File: config.mk
export PLATFORM = sky130hd
export DESIGN_NAME = utf8_to_rtf_unicode_tokens
export DESIGN_NICKNAME = d
export VERILOG_FILES = /design/src/hw/rtl/utrtf_pkg.sv /design/src/hw/rtl/utrtf_front.sv /design/src/hw/rtl/utrtf_queue.sv /design/src/hw/rtl/utrtf_back.sv /design/src/hw/rtl/utf8_to_rtf_unicode_tokens.sv
export SDC_FILE = /design/constraint.sdc
export NUM_CORES = 1
export LEC_CHECK = 0
export ABC_CLOCK_PERIOD_IN_PS = 8600
export BUFFER_PORTS_ARGS = -buffer_cell sky130_fd_sc_hd__buf_4
export CAP_MARGIN = 30
export CORE_MARGIN = 2
export CORE_UTILIZATION = 55
export DETAILED_ROUTE_END_ITERATION = 7
export GPL_TIMING_DRIVEN = 0
export PLACE_DENSITY = 0.8
export SETUP_SLACK_MARGIN = 0.05
export SYNTH_ARGS = -nofsm -noshare
export SYNTH_HDL_FRONTEND = slang
export SYNTH_SLANG_ARGS = --single-unit
File: constraint.sdc
create_clock -name clk -period 8.6 [get_ports clk]
set_input_delay 1.72 -clock clk [delete_from_list [all_inputs] [get_ports clk]]
set_output_delay 1.72 -clock clk [all_outputs]
set_load 0.01 [all_outputs]
File: src/hw/rtl/utrtf_pkg.sv
// Package for the UTF-8 to RTF token converter.
// Holds the token kinds, the queue entry type, byte constants and the
// UTF-16 split function used by the front end; the queue and back end share the entry type.
package utrtf_pkg;

  // Token kinds as they appear on the result port
  typedef enum logic [1:0] {
    KIND_LITERAL = 2'd0,
    KIND_ESCAPED = 2'd1,
    KIND_LINE    = 2'd2,
    KIND_UNIT    = 2'd3
  } tok_kind_t;

  // Byte classes
  localparam logic [7:0] BYTE_BACKSLASH = 8'h5C;
  localparam logic [7:0] BYTE_LBRACE    = 8'h7B;
  localparam logic [7:0] BYTE_RBRACE    = 8'h7D;
  localparam logic [7:0] BYTE_NEWLINE   = 8'h0A;

  localparam logic [7:0] LEAD2_MASK = 8'hE0;
  localparam logic [7:0] LEAD2_CODE = 8'hC0;
  localparam logic [7:0] LEAD3_MASK = 8'hF0;
  localparam logic [7:0] LEAD3_CODE = 8'hE0;
  localparam logic [7:0] LEAD4_MASK = 8'hF8;
  localparam logic [7:0] LEAD4_CODE = 8'hF0;

  // UTF-16 surrogate constants
  localparam logic [20:0] PLANE1_BASE = 21'h10000;
  localparam logic [15:0] HI_SURR     = 16'hD800;
  localparam logic [15:0] LO_SURR     = 16'hDC00;

  localparam int unsigned POINT_W = 21;
  localparam int unsigned COUNT_W = 32;

  // One request for the back end: zero, one or two tokens plus a count clear
  typedef struct packed {
    tok_kind_t   kind;
    logic [15:0] unit0;
    logic [15:0] unit1;
    logic        pair;
    logic        clr;
    logic        emit;
  } tok_entry_t;

  typedef struct packed {
    logic        pair;
    logic [15:0] unit0;
    logic [15:0] unit1;
  } utf16_t;

  // Split a code point into one unit or a surrogate pair
  function automatic utf16_t split_point(input logic [POINT_W-1:0] cp);
    logic [POINT_W-1:0] off;
    utf16_t             res;
    off       = cp - PLANE1_BASE;
    res.pair  = (cp[20:16] != 5'd0);
    res.unit0 = res.pair ? (HI_SURR + {5'd0, off[20:10]}) : cp[15:0];
    res.unit1 = LO_SURR + {6'd0, off[9:0]};
    return res;
  endfunction

endpackage

File: src/hw/rtl/utrtf_front.sv
// Front end of the UTF-8 to RTF token converter: accepts bytes, tracks the
// open multi-byte sequence and pushes token requests. Depends on utrtf_pkg.
module utrtf_front (
  input  logic                   clk,
  input  logic                   rst_n,
  input  logic                   in_valid,
  output logic                   in_ready,
  input  logic [7:0]             in_text_byte,
  input  logic                   in_end_of_text,
  input  logic                   in_doc_start,
  input  logic                   q_full,
  output logic                   push,
  output utrtf_pkg::tok_entry_t  push_entry
);
  import utrtf_pkg::*;

  logic [POINT_W-1:0] point_r, point_nxt;
  logic [1:0]         left_r, left_nxt;

  logic               take;
  logic               emit_unit;
  logic               emit_byte;
  logic [POINT_W-1:0] point_out;
  logic [1:0]         left_dec;
  tok_kind_t          byte_kind;
  utf16_t             units;

  assign in_ready = !q_full;
  assign take     = in_valid && in_ready;
  assign left_dec = left_r - 2'd1;

  // Classify an ASCII byte
  always_comb begin
    case (in_text_byte) inside
      BYTE_BACKSLASH, BYTE_LBRACE, BYTE_RBRACE: byte_kind = KIND_ESCAPED;
      BYTE_NEWLINE:                             byte_kind = KIND_LINE;
      default:                                  byte_kind = KIND_LITERAL;
    endcase
  end

  // Advance the sequence decoder
  always_comb begin
    point_nxt = point_r;
    left_nxt  = left_r;
    emit_unit = 1'b0;
    emit_byte = 1'b0;
    point_out = point_r;
    if (left_r != 2'd0) begin
      point_nxt = {point_r[POINT_W-7:0], in_text_byte[5:0]};
      point_out = point_nxt;
      if (left_dec == 2'd0 || in_end_of_text) begin
        left_nxt  = 2'd0;
        emit_unit = 1'b1;
      end else begin
        left_nxt = left_dec;
      end
    end else if (!in_text_byte[7]) begin
      emit_byte = 1'b1;
    end else begin
      if ((in_text_byte & LEAD2_MASK) == LEAD2_CODE) begin
        point_nxt = {16'd0, in_text_byte[4:0]};
        left_nxt  = 2'd1;
      end else if ((in_text_byte & LEAD3_MASK) == LEAD3_CODE) begin
        point_nxt = {17'd0, in_text_byte[3:0]};
        left_nxt  = 2'd2;
      end else if ((in_text_byte & LEAD4_MASK) == LEAD4_CODE) begin
        point_nxt = {18'd0, in_text_byte[2:0]};
        left_nxt  = 2'd3;
      end
      point_out = point_nxt;
      // A lead byte at end of text closes at once; stray bytes leave left at zero
      if (left_nxt != 2'd0 && in_end_of_text) begin
        left_nxt  = 2'd0;
        emit_unit = 1'b1;
      end
    end
  end

  assign units = split_point(point_out);

  // Build the request
  always_comb begin
    push_entry.kind  = emit_unit ? KIND_UNIT : byte_kind;
    push_entry.unit0 = emit_unit ? units.unit0 : {8'd0, in_text_byte};
    push_entry.unit1 = units.unit1;
    push_entry.pair  = emit_unit && units.pair;
    push_entry.clr   = in_doc_start;
    push_entry.emit  = emit_unit || emit_byte;
  end

  assign push = take && (emit_unit || emit_byte || in_doc_start);

  // Hold the decoder state
  always_ff @(posedge clk) begin
    if (!rst_n) begin
      point_r <= '0;
      left_r  <= 2'd0;
    end else if (take) begin
      point_r <= point_nxt;
      left_r  <= left_nxt;
    end
  end

endmodule

File: src/hw/rtl/utrtf_queue.sv
// Short request queue between the front and back ends of the converter.
// Depends on utrtf_pkg for the entry type.
module utrtf_queue #(
  parameter int unsigned DEPTH = 4
) (
  input  logic                   clk,
  input  logic                   rst_n,
  input  logic                   push,
  input  utrtf_pkg::tok_entry_t  push_entry,
  output logic                   full,
  input  logic                   pop,
  output logic                   head_valid,
  output utrtf_pkg::tok_entry_t  head_entry
);
  import utrtf_pkg::*;

  localparam int unsigned AW = (DEPTH > 1) ? $clog2(DEPTH) : 1;
  localparam int unsigned CW = $clog2(DEPTH + 1);

  tok_entry_t    slots_r [DEPTH];
  logic [AW-1:0] wr_ptr_r, wr_ptr_nxt;
  logic [AW-1:0] rd_ptr_r, rd_ptr_nxt;
  logic [CW-1:0] cnt_r, cnt_nxt;
  logic          do_push, do_pop;

  assign full       = (cnt_r == CW'(DEPTH));
  assign head_valid = (cnt_r != '0);
  assign head_entry = slots_r[rd_ptr_r];
  assign do_push    = push && !full;
  assign do_pop     = pop && head_valid;

  // Advance pointers and fill count
  always_comb begin
    wr_ptr_nxt = wr_ptr_r;
    rd_ptr_nxt = rd_ptr_r;
    cnt_nxt    = cnt_r;
    if (do_push) begin
      wr_ptr_nxt = (wr_ptr_r == AW'(DEPTH - 1)) ? '0 : wr_ptr_r + AW'(1);
    end
    if (do_pop) begin
      rd_ptr_nxt = (rd_ptr_r == AW'(DEPTH - 1)) ? '0 : rd_ptr_r + AW'(1);
    end
    if (do_push && !do_pop) begin
      cnt_nxt = cnt_r + CW'(1);
    end else if (do_pop && !do_push) begin
      cnt_nxt = cnt_r - CW'(1);
    end
  end

  always_ff @(posedge clk) begin
    if (!rst_n) begin
      wr_ptr_r <= '0;
      rd_ptr_r <= '0;
      cnt_r    <= '0;
    end else begin
      wr_ptr_r <= wr_ptr_nxt;
      rd_ptr_r <= rd_ptr_nxt;
      cnt_r    <= cnt_nxt;
    end
  end

  // Store the request
  always_ff @(posedge clk) begin
    if (do_push) begin
      slots_r[wr_ptr_r] <= push_entry;
    end
  end

endmodule

File: src/hw/rtl/utrtf_back.sv
// Back end of the converter: turns queued requests into tokens, splits
// surrogate pairs, keeps the saturating count and the output register.
// Depends on utrtf_pkg.
module utrtf_back (
  input  logic                   clk,
  input  logic                   rst_n,
  input  logic                   head_valid,
  input  utrtf_pkg::tok_entry_t  head_entry,
  output logic                   pop,
  output logic                   out_valid,
  input  logic                   out_ready,
  output logic [1:0]             out_token_kind,
  output logic signed [15:0]     out_token_value,
  output logic [31:0]            out_chars_so_far,
  output logic                   out_last_of_run
);
  import utrtf_pkg::*;

  logic               half_r, half_nxt;
  logic [COUNT_W-1:0] total_r, total_nxt;
  logic               vld_r, vld_nxt;
  tok_kind_t          kind_r, kind_nxt;
  logic [15:0]        value_r, value_nxt;
  logic [COUNT_W-1:0] chars_r, chars_nxt;
  logic               last_r, last_nxt;

  logic               load_ok;
  logic [COUNT_W-1:0] base;
  logic [COUNT_W-1:0] inc;

  assign load_ok = !vld_r || out_ready;
  assign base    = (head_entry.clr && !half_r) ? '0 : total_r;
  assign inc     = (base == {COUNT_W{1'b1}}) ? base : base + COUNT_W'(1);

  // Issue tokens and retire requests
  always_comb begin
    half_nxt  = half_r;
    total_nxt = total_r;
    vld_nxt   = vld_r && !out_ready;
    kind_nxt  = kind_r;
    value_nxt = value_r;
    chars_nxt = chars_r;
    last_nxt  = last_r;
    pop       = 1'b0;
    if (head_valid) begin
      if (!head_entry.emit) begin
        // count clear on a byte that gives no token
        total_nxt = '0;
        pop       = 1'b1;
      end else if (load_ok) begin
        vld_nxt   = 1'b1;
        kind_nxt  = head_entry.kind;
        value_nxt = half_r ? head_entry.unit1 : head_entry.unit0;
        total_nxt = inc;
        chars_nxt = inc;
        if (head_entry.pair && !half_r) begin
          half_nxt = 1'b1;
          last_nxt = 1'b0;
        end else begin
          half_nxt = 1'b0;
          last_nxt = 1'b1;
          pop      = 1'b1;
        end
      end
    end
  end

  always_ff @(posedge clk) begin
    if (!rst_n) begin
      half_r  <= 1'b0;
      total_r <= '0;
      vld_r   <= 1'b0;
    end else begin
      half_r  <= half_nxt;
      total_r <= total_nxt;
      vld_r   <= vld_nxt;
    end
  end

  // Hold the result payload
  always_ff @(posedge clk) begin
    kind_r  <= kind_nxt;
    value_r <= value_nxt;
    chars_r <= chars_nxt;
    last_r  <= last_nxt;
  end

  assign out_valid        = vld_r;
  assign out_token_kind   = kind_r;
  assign out_token_value  = $signed(value_r);
  assign out_chars_so_far = chars_r;
  assign out_last_of_run  = last_r;

endmodule

File: src/hw/rtl/utf8_to_rtf_unicode_tokens.sv
// UTF-8 to RTF token converter, top level.
// An accepted byte's request passes through a queue slot, then its first token is registered in the output register.
// Throughput: one byte per cycle while the queue is not full; a surrogate pair is issued as two tokens,
// absorbed by the request queue between front and back ends.
// Reset (rst_n low, synchronous): closes any open sequence, clears the
// character count, empties the queue and drops any pending result.
module utf8_to_rtf_unicode_tokens #(
  parameter int unsigned QUEUE_DEPTH = 4
) (
  input  logic               clk,
  input  logic               rst_n,
  input  logic               in_valid,
  output logic               in_ready,
  input  logic [7:0]         in_text_byte,
  input  logic               in_end_of_text,
  input  logic               in_doc_start,
  output logic               out_valid,
  input  logic               out_ready,
  output logic [1:0]         out_token_kind,
  output logic signed [15:0] out_token_value,
  output logic [31:0]        out_chars_so_far,
  output logic               out_last_of_run
);
  import utrtf_pkg::*;

  logic       push, pop, q_full, head_valid;
  tok_entry_t push_entry, head_entry;

  // Decode bytes into requests
  utrtf_front u_front (
    .clk            (clk),
    .rst_n          (rst_n),
    .in_valid       (in_valid),
    .in_ready       (in_ready),
    .in_text_byte   (in_text_byte),
    .in_end_of_text (in_end_of_text),
    .in_doc_start   (in_doc_start),
    .q_full         (q_full),
    .push           (push),
    .push_entry     (push_entry)
  );

  // Buffer requests
  utrtf_queue #(
    .DEPTH (QUEUE_DEPTH)
  ) u_queue (
    .clk        (clk),
    .rst_n      (rst_n),
    .push       (push),
    .push_entry (push_entry),
    .full       (q_full),
    .pop        (pop),
    .head_valid (head_valid),
    .head_entry (head_entry)
  );

  // Emit tokens
  utrtf_back u_back (
    .clk              (clk),
    .rst_n            (rst_n),
    .head_valid       (head_valid),
    .head_entry       (head_entry),
    .pop              (pop),
    .out_valid        (out_valid),
    .out_ready        (out_ready),
    .out_token_kind   (out_token_kind),
    .out_token_value  (out_token_value),
    .out_chars_so_far (out_chars_so_far),
    .out_last_of_run  (out_last_of_run)
  );

endmodule
-- After elaboration in Yosys (flattened, before gate mapping)
Memories as Yosys holds them, arrays and structs flattened. A register that Yosys moved wholly into a read port is not among the register bits.
Index checks and enable logic that the tools add are counted.
- add/sub/neg operators: 9
- equal/unequal tests: 12
- mux-type cells: 46
- reductions and logical operators: 32
- operator list (kind ; count):
    $mux 32 ; 4
    $mux 21 ; 5
    $mux 16 ; 3
    $add 32x1->32 const B ; 1
    $eq 32x32->1 const B ; 1
    $mux 2 ; 16
    $eq 8x7->1 const B ; 3
    $sub 21x17->21 const B ; 1
    $add 15x11->16 const A ; 1
    $add 15x12->16 const A ; 1
    $mux 1 ; 16
    $logic_and 1x1->1 ; 11
    $eq 8x4->1 const B ; 1
    $reduce_bool 2->1 ; 4
    $eq 3x3->1 const B ; 2
    $logic_not 1->1 ; 6
    $mux 3 ; 2
    $eq 5x5->1 const B ; 1
    $reduce_bool 5->1 ; 1
    $add 2x1->2 const B ; 2
    $eq 2x2->1 const B ; 2
    $eq 4x4->1 const B ; 1
    $logic_or 1x1->1 ; 4
    $reduce_and 2->1 ; 2
    other kinds (8) ; 8
- flip-flop bits (word level): 115
- bits in writable memories: 148
- memories kept: 1
- memory list (name ; words ; width ; read ports ; clocked after memory_dff ; wr ports ; RTL line ; RTL):
    u_queue.slots_r ; 4 ; 37 ; 1 ; 1 ; 1 ; utrtf_queue.sv:20 ; tok_entry_t slots_r [DEPTH];

-- Logic depth before layout (Yosys ltp)
Gate-level depths: netlist (run 1).
- word-level depth: 19
- gate-level depth with buffers: 14
- mapped depth without buffers: 12

-- Hierarchy
A second synthesis (run 1) with hierarchy kept.
- cell total of the unflattened synthesis: 870
- area total of the unflattened synthesis: 11771.3 sq um
- by module, submodules not included (module ; times used ; cells each ; area each (sq um) ; sequential area each (sq um)):
    utrtf_queue ; 1 ; 244 ; 5876.9 ; 4624.4
    utrtf_back ; 1 ; 386 ; 4051.4 ; 2212.1
    utrtf_front ; 1 ; 240 ; 1843.0 ; 460.4

-- Worst setup path before layout (run 1)
No wires, ideal clock.
- kind: input port to flip-flop
- start point: in in_text_byte[5]
- end point: mem u_queue.slots_r[0][19] (netlist bit), data pin
- data arrival time: 4.050 ns
- path slack: 4.278 ns
- cell stages on the path: 11
- buffers on the path: 5
- cells stage by stage: buf_2 -> nand3_1 -> a31oi_1 -> buf_2 -> buf_1 -> a22oi_1 -> ha_1 -> and4_1 -> clkbuf_1 -> clkbuf_1 -> o311ai_0
- RTL lines (item ; RTL line ; RTL):
    from (decl) ; utf8_to_rtf_unicode_tokens.sv:14 ; input logic [7:0] in_text_byte,
    to (decl) ; utrtf_queue.sv:20 ;

==> results of run 1 <==
-- registers in the layout, indices dropped and copies added, names as in the netlist, named ones only --
signal / cells
u_front.point_r: 21
u_back.out_chars_so_far: 32
u_queue.slots_r: 124
u_queue.wr_ptr_r: 2
u_back.half_r: 1
u_queue.cnt_r: 3
u_back.out_last_of_run: 1
u_back.out_valid: 1
u_front.left_r: 2
u_back.total_r: 32
u_queue.rd_ptr_r: 2
u_back.out_token_kind: 2
u_back.out_token_value: 16
-- synthesized netlist by cell type (14+ instances only) --
cell,instances
a22oi_1,16
o21ai_0,33
clkbuf_1,23
nor2_1,58
edfxtp_1,175
mux4_2,31
dfxtp_1,66
nand3_1,25
mux2_2,14
o211a_1,17
buf_2,19
nand2_1,75
xnor2_1,18
xor2_1,18
inv_1,23
a21oi_1,19
-- worst max-delay path, delay by kind of cell --
family / cells / cell delay [ps]
simple gates: 2 / 270
buf+inv: 5 / 1350
compound gates: 3 / 1370
fa+ha+maj: 1 / 290
-- cell families after synthesis --
group	Yosys count	synth area share
and+or+nand+nor	261	0.130
DFF	241	0.610
AOI/OAI and AO/OA	154	0.103
buffers and inverters	74	0.0297
muxes	51	0.0849
xor gates and xnor gates	36	0.0292
adders and majority gates	11	0.0135
-- per-stage QoR --
step	total power (uW)	worst slack [ps]	hold slack [ps]	utilization	instance area, sq um
2_1_floorplan	2180	4280	452	-	10800
3_3_place_gp	2490	3470	463	0.600	11600
3_5_place_dp	2530	3380	475	0.601	11600
4_1_cts	3530	3870	489	0.641	12400
5_1_grt	3680	3500	504	0.641	12400
6_report	3510	3780	497	0.641	12400
-- final cells by class --
| class | instances | area (sq um) | share of cell area |
|---|---|---|---|
| plain buffers | 50 | 230 | 0.0186 |
| clock buffers | 28 | 637 | 0.0514 |
| clock inverters | 18 | 130 | 0.0105 |
| inverters | 24 | 90.1 | 0.00727 |
| multi-input cells | 513 | 3890 | 0.314 |
| flip-flops and latches | 241 | 6580 | 0.531 |
| well taps | 265 | 332 | 0.0268 |
| repair buffers | 65 | 500 | 0.0404 |
-- power breakdown --
| group | internal [uW] | switching (uW) | leakage, uW | total, uW |
|---|---|---|---|---|
| Combinational | 416 | 557 | 0.00197 | 974 |
| Clock | 567 | 445 | 0.000365 | 1010 |
| Sequential | 1470 | 60.5 | 0.00219 | 1530 |
| Total | 2450 | 1060 | 0.00453 | 3510 |
-- worst max-delay path by stage --
stage	startpoint	endpoint	slack [ps]	depth (start not counted)
after floorplan	in_text_byte[5]	u_queue.slots_r[0][19]$_DFFE_PP_	4280	11
after global placement	in_text_byte[5]	u_queue.slots_r[1][20]$_DFFE_PP_	3470	11
after detailed placement	in_text_byte[5]	u_queue.slots_r[1][20]$_DFFE_PP_	3380	11
after CTS	in_text_byte[5]	u_queue.slots_r[2][20]$_DFFE_PP_	3870	11
after global routing	in_text_byte[5]	u_queue.slots_r[1][20]$_DFFE_PP_	3500	11
final	in_text_byte[5]	u_queue.slots_r[2][20]$_DFFE_PP_	3780	11
-- layer usage --
metal / global-route usage / vias to the layer above / wire length [microns]
met5: 0 / - / 0
met4: 0.0666 / 0 / 549
met3: 0.0411 / 46 / 1910
met2: 0.350 / 329 / 10800
met1: 0.332 / 3515 / 10000
li1: - / 3329 / -
==> out/metrics.yaml, run 1 <==
cells_and_area:
  area_growth_pct: 14.9
  stdcell_count: 1204
  final_common_cell: "edfxtp_1"
  diodes: 0
  final_cell_mix: "175 x edfxtp_1, 75 x nand2_1, 66 x buf_4, 66 x dfxtp_1, 58 x nor2_1"
  drive_gt1_frac: 0.215
  fill_cells: 1437
  nets: 945
critical_path:
  critical_path_arrival_ps: 5010
  crit_chain: "buf_2 -> nand3_1 -> a31oi_1 -> buf_2 -> buf_1 -> a22oi_1 -> ha_1 -> and4_1 -> clkbuf_1 -> clkbuf_1 -> o311ai_0"
  r2r_setup_slack_ps: 4690
  start_kind: "input pin"
  worst_r2r_endpoint: "u_queue.slots_r[2][20]$_DFFE_PP_"
  cpMaxStageDelayCell: "o311ai_0"
  worstRegToRegCells: 12
  endpoint_kind: "flop"
  critPathKind: "input pin to flop"
  cpPeakStageDelay_ps: 850
  cp.required_ps: 8790
  r2r_start: "u_front.left_r[1]$_SDFFE_PN0P_"
  path_max_fanout: 10
route:
  drc: 0
  drt_wl_total_microns: 23300
  viasPerCell: 6.00
  vias: 7219
  drt_iter0_markers: 724
  ant_nets: 0
  drt_first_pass_iters: 5
  routedWlPerCell_microns: 19.4
timing:
  setup_viol: 0
  drv_slew: 0
  rsz0062_at_grt: "no"
  slew_headroom: 0.379
  fin_skew_ps: 11.1
  final.min_clock_period_ps: 4820
  max_freq_mhz: 208
  hold_violations: 0
  tns_ps: 0
  finalCritPeriodShare: 0.560
  tightest_slew_ps: 920
global_route:
  grt_first_pass_wirelength_microns: 36700
  grt.total_usage: 0.227
  grt.overflow.total: 0
  grt_start_max_net_pins: 32
  grt_pass1_vias: 6905
  antenna_found_initial: 0
worst_hold_path:
  min_from: "u_back.total_r[16]$_SDFFE_PN0P_"
  hold_path_depth: 2
  hold_class: "flop to flop"
  hold_end: "u_back.total_r[16]$_SDFFE_PN0P_"
logic_synthesis:
  yosysSeqAreaShare: 0.610
  yosysUniqueCellTypes: 74
  avgSynthCellArea_sq_um: 13.0
  yosysWarnings: 0
  synth_nets: 853
  ys.flop_type: "edfxtp_1"
  synth-async-reset-ratio: 0
  synth_seq_cells: 241
  synth_area_sq_um: 10800
  synth-edff-count: 175
  post-synth-top-area-fraction: 0.487
  synthCells: 828
  yosys.area.top_type: "edfxtp_1"
  netlist_top_cells_area: "edfxtp_1 49%, dfxtp_1 12%, mux4_2 6.5%, nand2_1 2.6%, nor2_1 2.0%"
place:
  hpwl_microns: 15500
  place_inst: 1158
  place_congestion: 0.932
  port_buffers: 64
cts:
  cts_tree: "yes"
  clk_latency_ps: 520
  cts_buffer_depth: 3
  clkTransAtPathRegs_ps: 60
  cts_made_buffers: 25
  post_cts_buffers: 0
  clock_sinks: 241
  ctsResizeCount: 0
  cts-hold-fix-buffers: 0
  h-tree-depth: 1
  cts-root-buf: "clkbuf_16"
floorplan:
  dieArea_sq_um: 20700
  core-area_sq_um: 19300
  die_h_microns: 144
  rows: 51
  ios: 67
  start_util: 0.558
  die_w_microns: 144
power:
  leakage_uw: 0.00453
  max-vdd-ir-drop_mv: 0.146
  pwr_density_cell_nw_per_um2: 284
flow_run:
  max_cap_viol_count: 0
status:
  status: "finished, final reports clean"
Power figures use the tool's default switching activity.
==> inputs of run 2 (changes only) <==
--- a/config.mk
+++ b/config.mk
@@ -5,14 +5,14 @@
 export SDC_FILE = /design/constraint.sdc
 export NUM_CORES = 1
 export LEC_CHECK = 0
-export ABC_CLOCK_PERIOD_IN_PS = 8600
+export ABC_CLOCK_PERIOD_IN_PS = 3900
 export BUFFER_PORTS_ARGS = -buffer_cell sky130_fd_sc_hd__buf_4
 export CAP_MARGIN = 30
 export CORE_MARGIN = 2
 export CORE_UTILIZATION = 55
 export DETAILED_ROUTE_END_ITERATION = 7
 export GPL_TIMING_DRIVEN = 0
-export PLACE_DENSITY = 0.8
+export PLACE_DENSITY = 0.83
 export SETUP_SLACK_MARGIN = 0.05
 export SYNTH_ARGS = -nofsm -noshare
 export SYNTH_HDL_FRONTEND = slang
==> constraint.sdc (replaced) <==
create_clock -name clk -period 3.9 [get_ports clk]
set_input_delay 0.78 -clock clk [delete_from_list [all_inputs] [get_ports clk]]
set_output_delay 0.78 -clock clk [all_outputs]
set_load 0.01 [all_outputs]
==> out/metrics.yaml, run 2 (synthesis results as in run 1) <==
route:
  routed-wl-met3_microns: 2350
  ant_nets: 0
  drt_iter0_markers: 986
  drt_wl_total_microns: 24500
  drt_first_pass_iters: 6
  routedLengthMet1_microns: 9830
  routedWlPerCell_microns: 20.4
  vias: 7436
  drc: 0
  top_layer: "met4"
  met2_length_microns: 11500
  viasPerCell: 6.19
worst_hold_path:
  hold_class: "input pin to flop"
cts:
  cts_buffer_depth: 3
  clk_latency_ps: 520
  cts_made_buffers: 25
  post_cts_buffers: 0
  cts_tree: "yes"
  clock_sinks: 241
  cts-root-buf: "clkbuf_16"
  h-tree-depth: 1
  clkTransAtPathRegs_ps: 60
floorplan:
  ios: 67
  die_h_microns: 144
  core-area_sq_um: 19300
  start_util: 0.558
  dieArea_sq_um: 20700
  die_w_microns: 144
  rows: 51
cells_and_area:
  nets: 945
  final_cell_mix: "175 x edfxtp_1, 75 x nand2_1, 66 x buf_4, 66 x dfxtp_1, 58 x nor2_1"
  final_design_area_no_fill_sq_um: 12400
  final_common_cell: "edfxtp_1"
  diodes: 0
  largest_reg_flops: 124
  regMostFlops: "u_queue.slots_r"
  area_growth_pct: 15.0
  drive_gt1_frac: 0.217
  fill_cells: 1367
  final_core_util: 0.642
power:
  swShare: 0.304
  max-vdd-ir-drop_mv: 0.349
  power.switching_uw: 2370
  pwr-share-seq: 0.433
  pwr_density_cell_nw_per_um2: 629
  internal-power_uw: 5430
  comb_power_share: 0.281
  p_clk_frac: 0.286
  leakage_uw: 0.00453
place:
  hpwl_microns: 15500
  place_ws_ps: -461
  place_congestion: 0.923
  port_buffers: 64
  place_area_sq_um: 11600
global_route:
  grt_first_pass_wirelength_microns: 38900
  antenna_found_initial: 0
  grt_pass1_vias: 7138
  grt_start_max_net_pins: 41
  grt.total_usage: 0.242
  grt.overflow.total: 0
timing:
  tightest_slew_ps: 907
  setup_ws_ps: 266
  rsz0062_at_grt: "yes"
  slew_headroom: 0.396
  fin_skew_ps: 8.71
  final.min_clock_period_ps: 3630
  drv_slew: 0
  hold_violations: 0
  max_freq_mhz: 275
  finalCritPeriodShare: 0.932
  tns_ps: 0
  setup_viol: 0
  fin_hold_ws_ps: 479
critical_path:
  critPathKind: "flop to flop"
  cp.required_ps: 4150
  endpoint_kind: "flop"
  critical_path_arrival_ps: 3890
  start_kind: "flop"
  path_max_fanout: 10
flow_run:
  max_cap_viol_count: 0
status:
  status: "finished, final reports clean"
==> run 2: cell types whose count changed in the layout (fill, tap and decap cells not counted), moves of 2 or more <==
cell        change
o311ai_0        -4
clkinv_1        -2
o311ai_2        +3
clkinvlp_4      -2
clkbuf_1        +2
==> run 2: critical path, cell delays in order (launching register included) <==
cell and delay, ps:
dfxtp_1 350, inv_1 70, ha_1 150, inv_1 50, a31oi_1 240, buf_2 310
buf_1 440, a22oi_1 230, ha_1 300, and4_1 150, clkbuf_1 190, clkbuf_1 320
o311ai_1 570
==> run 2: power groups by stage <==
| stage | registers, uW | clock network (uW) | logic (uW) |
|---|---|---|---|
| after floorplan | 3510 | 0 | 1290 |
| after detailed placement | 3430 | 0 | 2150 |
| after global placement | 3430 | 0 | 2060 |
| final | 3380 | 2230 | 2190 |
| after global routing | 3420 | 2340 | 2380 |
| after CTS | 3380 | 2240 | 2190 |
==> run 2: timing repair <==
item                       in CTS  in global routing
hold buffers                    0                  0
setup endpoints to repair       4                 24
resized for setup               1                  8
==> run 2: per-stage QoR <==
step,cells,total power (uW)
finish,1202,7800
global route,1202,8140
CTS,1202,7810
detailed placement,1158,5570
global placement,1157,5490
floorplan,828,4800
==> run 2: per-layer routing <==
metal / track usage / vias to the layer above
li1: - / 3331
met2: 0.382 / 461
met4: 0.0888 / 0
met1: 0.346 / 3570
met3: 0.0344 / 74
met5: 0 / -
==> run 2: cell type report <==
type	instances	area, sq um	share of cell area
buffer	50	230	0.0186
clock buffer	32	662	0.0534
clock inverter	12	93.8	0.00757
inverter	24	90.1	0.00726
multi-input combinational	513	3920	0.316
sequential	241	6580	0.530
tap	265	332	0.0267
timing repair buffer	65	500	0.0403
==> run 2: worst paths after layout <==
path         cells after the start  slack [ps]                               end                           start
max                             12         270  u_queue.slots_r[0][20]$_DFFE_PP_  u_front.left_r[0]$_SDFFE_PN0P_
max reg2reg                     12         270  u_queue.slots_r[0][20]$_DFFE_PP_  u_front.left_r[0]$_SDFFE_PN0P_
min                              1         480   u_queue.slots_r[3][1]$_DFFE_PP_                    in_doc_start
min reg2reg                      1         490    u_back.total_r[1]$_SDFFE_PN0P_  u_back.total_r[1]$_SDFFE_PN0P_
==> inputs of run 3 (changes only) <==
--- a/config.mk
+++ b/config.mk
@@ -9,10 +9,10 @@
 export BUFFER_PORTS_ARGS = -buffer_cell sky130_fd_sc_hd__buf_4
 export CAP_MARGIN = 30
 export CORE_MARGIN = 2
-export CORE_UTILIZATION = 55
+export CORE_UTILIZATION = 40
 export DETAILED_ROUTE_END_ITERATION = 7
 export GPL_TIMING_DRIVEN = 0
-export PLACE_DENSITY = 0.83
+export PLACE_DENSITY = 0.66
 export SETUP_SLACK_MARGIN = 0.05
 export SYNTH_ARGS = -nofsm -noshare
 export SYNTH_HDL_FRONTEND = slang
==> constraint.sdc (replaced) <==
create_clock -name clk -period 3.9 [get_ports clk]
set_input_delay 0.975 -clock clk [delete_from_list [all_inputs] [get_ports clk]]
set_output_delay 0.975 -clock clk [all_outputs]
set_load 0.01 [all_outputs]
==> out/metrics.yaml, run 3 (synthesis results as in run 1) <==
cts:
  cts-root-buf: "clkbuf_16"
  h-tree-depth: 1
  cts_tree: "yes"
  clock_sinks: 241
  clk_latency_ps: 520
  cts_buffer_depth: 3
  clkTransAtPathRegs_ps: 60
  post_cts_buffers: 0
  cts_made_buffers: 25
place:
  hpwl_microns: 15800
  place_congestion: 0.885
  port_buffers: 64
critical_path:
  cp.required_ps: 4130
  critical_path_arrival_ps: 3750
  endpoint_kind: "flop"
  critPathKind: "flop to flop"
  path_max_fanout: 10
  start_kind: "flop"
timing:
  slew_headroom: 0.418
  hold_violations: 0
  tns_ps: 0
  max_freq_mhz: 284
  setup_viol: 0
  tightest_slew_ps: 872
  rsz0062_at_grt: "no"
  fin_hold_ws_ps: 482
  fin_skew_ps: 18.3
  final.min_clock_period_ps: 3520
  drv_slew: 0
  finalCritPeriodShare: 0.904
cells_and_area:
  final_cell_mix: "175 x edfxtp_1, 75 x nand2_1, 66 x buf_4, 66 x dfxtp_1, 58 x nor2_1"
  final_common_cell: "edfxtp_1"
  diodes: 0
  fill_cells: 2392
  multi_input_area_sq_um: 3920
  drive_gt1_frac: 0.221
  area_growth_pct: 16.2
  nets: 944
  regMostFlops: "u_queue.slots_r"
  largest_reg_flops: 124
  final_core_util: 0.469
  seq_area_sq_um: 6580
route:
  drt_iter0_markers: 553
  routedWlPerCell_microns: 18.4
  vias: 7051
  viasPerCell: 5.51
  ant_nets: 0
  drc: 0
  drt_first_pass_iters: 5
  drt_wl_total_microns: 23600
floorplan:
  ios: 67
  die_h_microns: 168
  rows: 60
  core-area_sq_um: 26700
  start_util: 0.404
  die_w_microns: 168
  dieArea_sq_um: 28300
global_route:
  grt.total_usage: 0.167
  grt_first_pass_wirelength_microns: 37600
  antenna_found_initial: 0
  grt_start_max_net_pins: 42
  grt.overflow.total: 0
  grt_pass1_vias: 6881
power:
  max-vdd-ir-drop_mv: 0.369
  swShare: 0.300
  pwr-share-seq: 0.432
  power.switching_uw: 2330
  internal-power_uw: 5450
  p_clk_frac: 0.292
  pwr_density_cell_nw_per_um2: 622
  leakage_uw: 0.00454
  comb_power_share: 0.276
worst_hold_path:
  hold_class: "flop to flop"
flow_run:
  max_cap_viol_count: 0
status:
  status: "finished, final reports clean"
run 3: timing repair:
item                       4_1_cts  5_1_grt
resized for setup                3        7
hold buffers                     0        0
setup endpoints to repair       12       49
cloned                           0        0
run 3: power by group through the flow:
| stage | registers [uW] | logic (uW) | clock network [uW] |
|---|---|---|---|
| 3_5_place_dp | 3420 | 2170 | 0 |
| 6_report | 3370 | 2150 | 2270 |
| 2_1_floorplan | 3510 | 1290 | 0 |
| 5_1_grt | 3400 | 2360 | 2410 |
| 3_3_place_gp | 3430 | 2110 | 0 |
| 4_1_cts | 3370 | 2180 | 2320 |
run 3: layout make-up:
class / instances / share of cell area
sequential: 241 / 0.525
multi-input combinational: 513 / 0.313
clock buffer: 33 / 0.0539
timing repair buffer: 65 / 0.0399
tap: 341 / 0.0341
buffer: 49 / 0.0182
clock inverter: 13 / 0.00889
inverter: 24 / 0.00719
run 3: worst paths after layout:
kind / startpoint / endpoint / slack (ps) / cells after the start
min: u_back.total_r[1]$_SDFFE_PN0P_ / u_back.total_r[1]$_SDFFE_PN0P_ / 480 / 1
min reg2reg: u_back.total_r[1]$_SDFFE_PN0P_ / u_back.total_r[1]$_SDFFE_PN0P_ / 480 / 1
max reg2reg: flop / u_back.out_chars_so_far[22]$_DFFE_PP_ / 380 / 11
max: flop / u_back.out_chars_so_far[22]$_DFFE_PP_ / 380 / 11
run 3: layer usage:
layer	vias up	part of all wire	global-route usage	routed length [microns]
met4	0	0.016	0.0405	378
met2	207	0.46	0.271	10900
met1	3480	0.47	0.241	11000
met3	30	0.058	0.0237	1360
li1	3334	-	-	-
met5	-	0	0	0
run 3: critical path, cell delays in order, from the launching register on:
cell,delay (ps)
dfxtp_1,330
buf_6,120
mux4_2,530
nand2b_2,130
buf_4,180
and2_1,200
ha_1,230
nand4_1,200
nor3_4,320
nand3_1,300
nor3_1,510
xnor2_1,180
run 3: through the flow:
stage	instances	worst slack [ps]	area [sq um]	total power (uW)
global placement	1233	-671	11700	5540
floorplan	828	323	10800	4800
finish	1279	375	12500	7790
detailed placement	1234	-733	11700	5590
global route	1279	73.3	12500	8170
CTS	1280	66.2	12500	7870
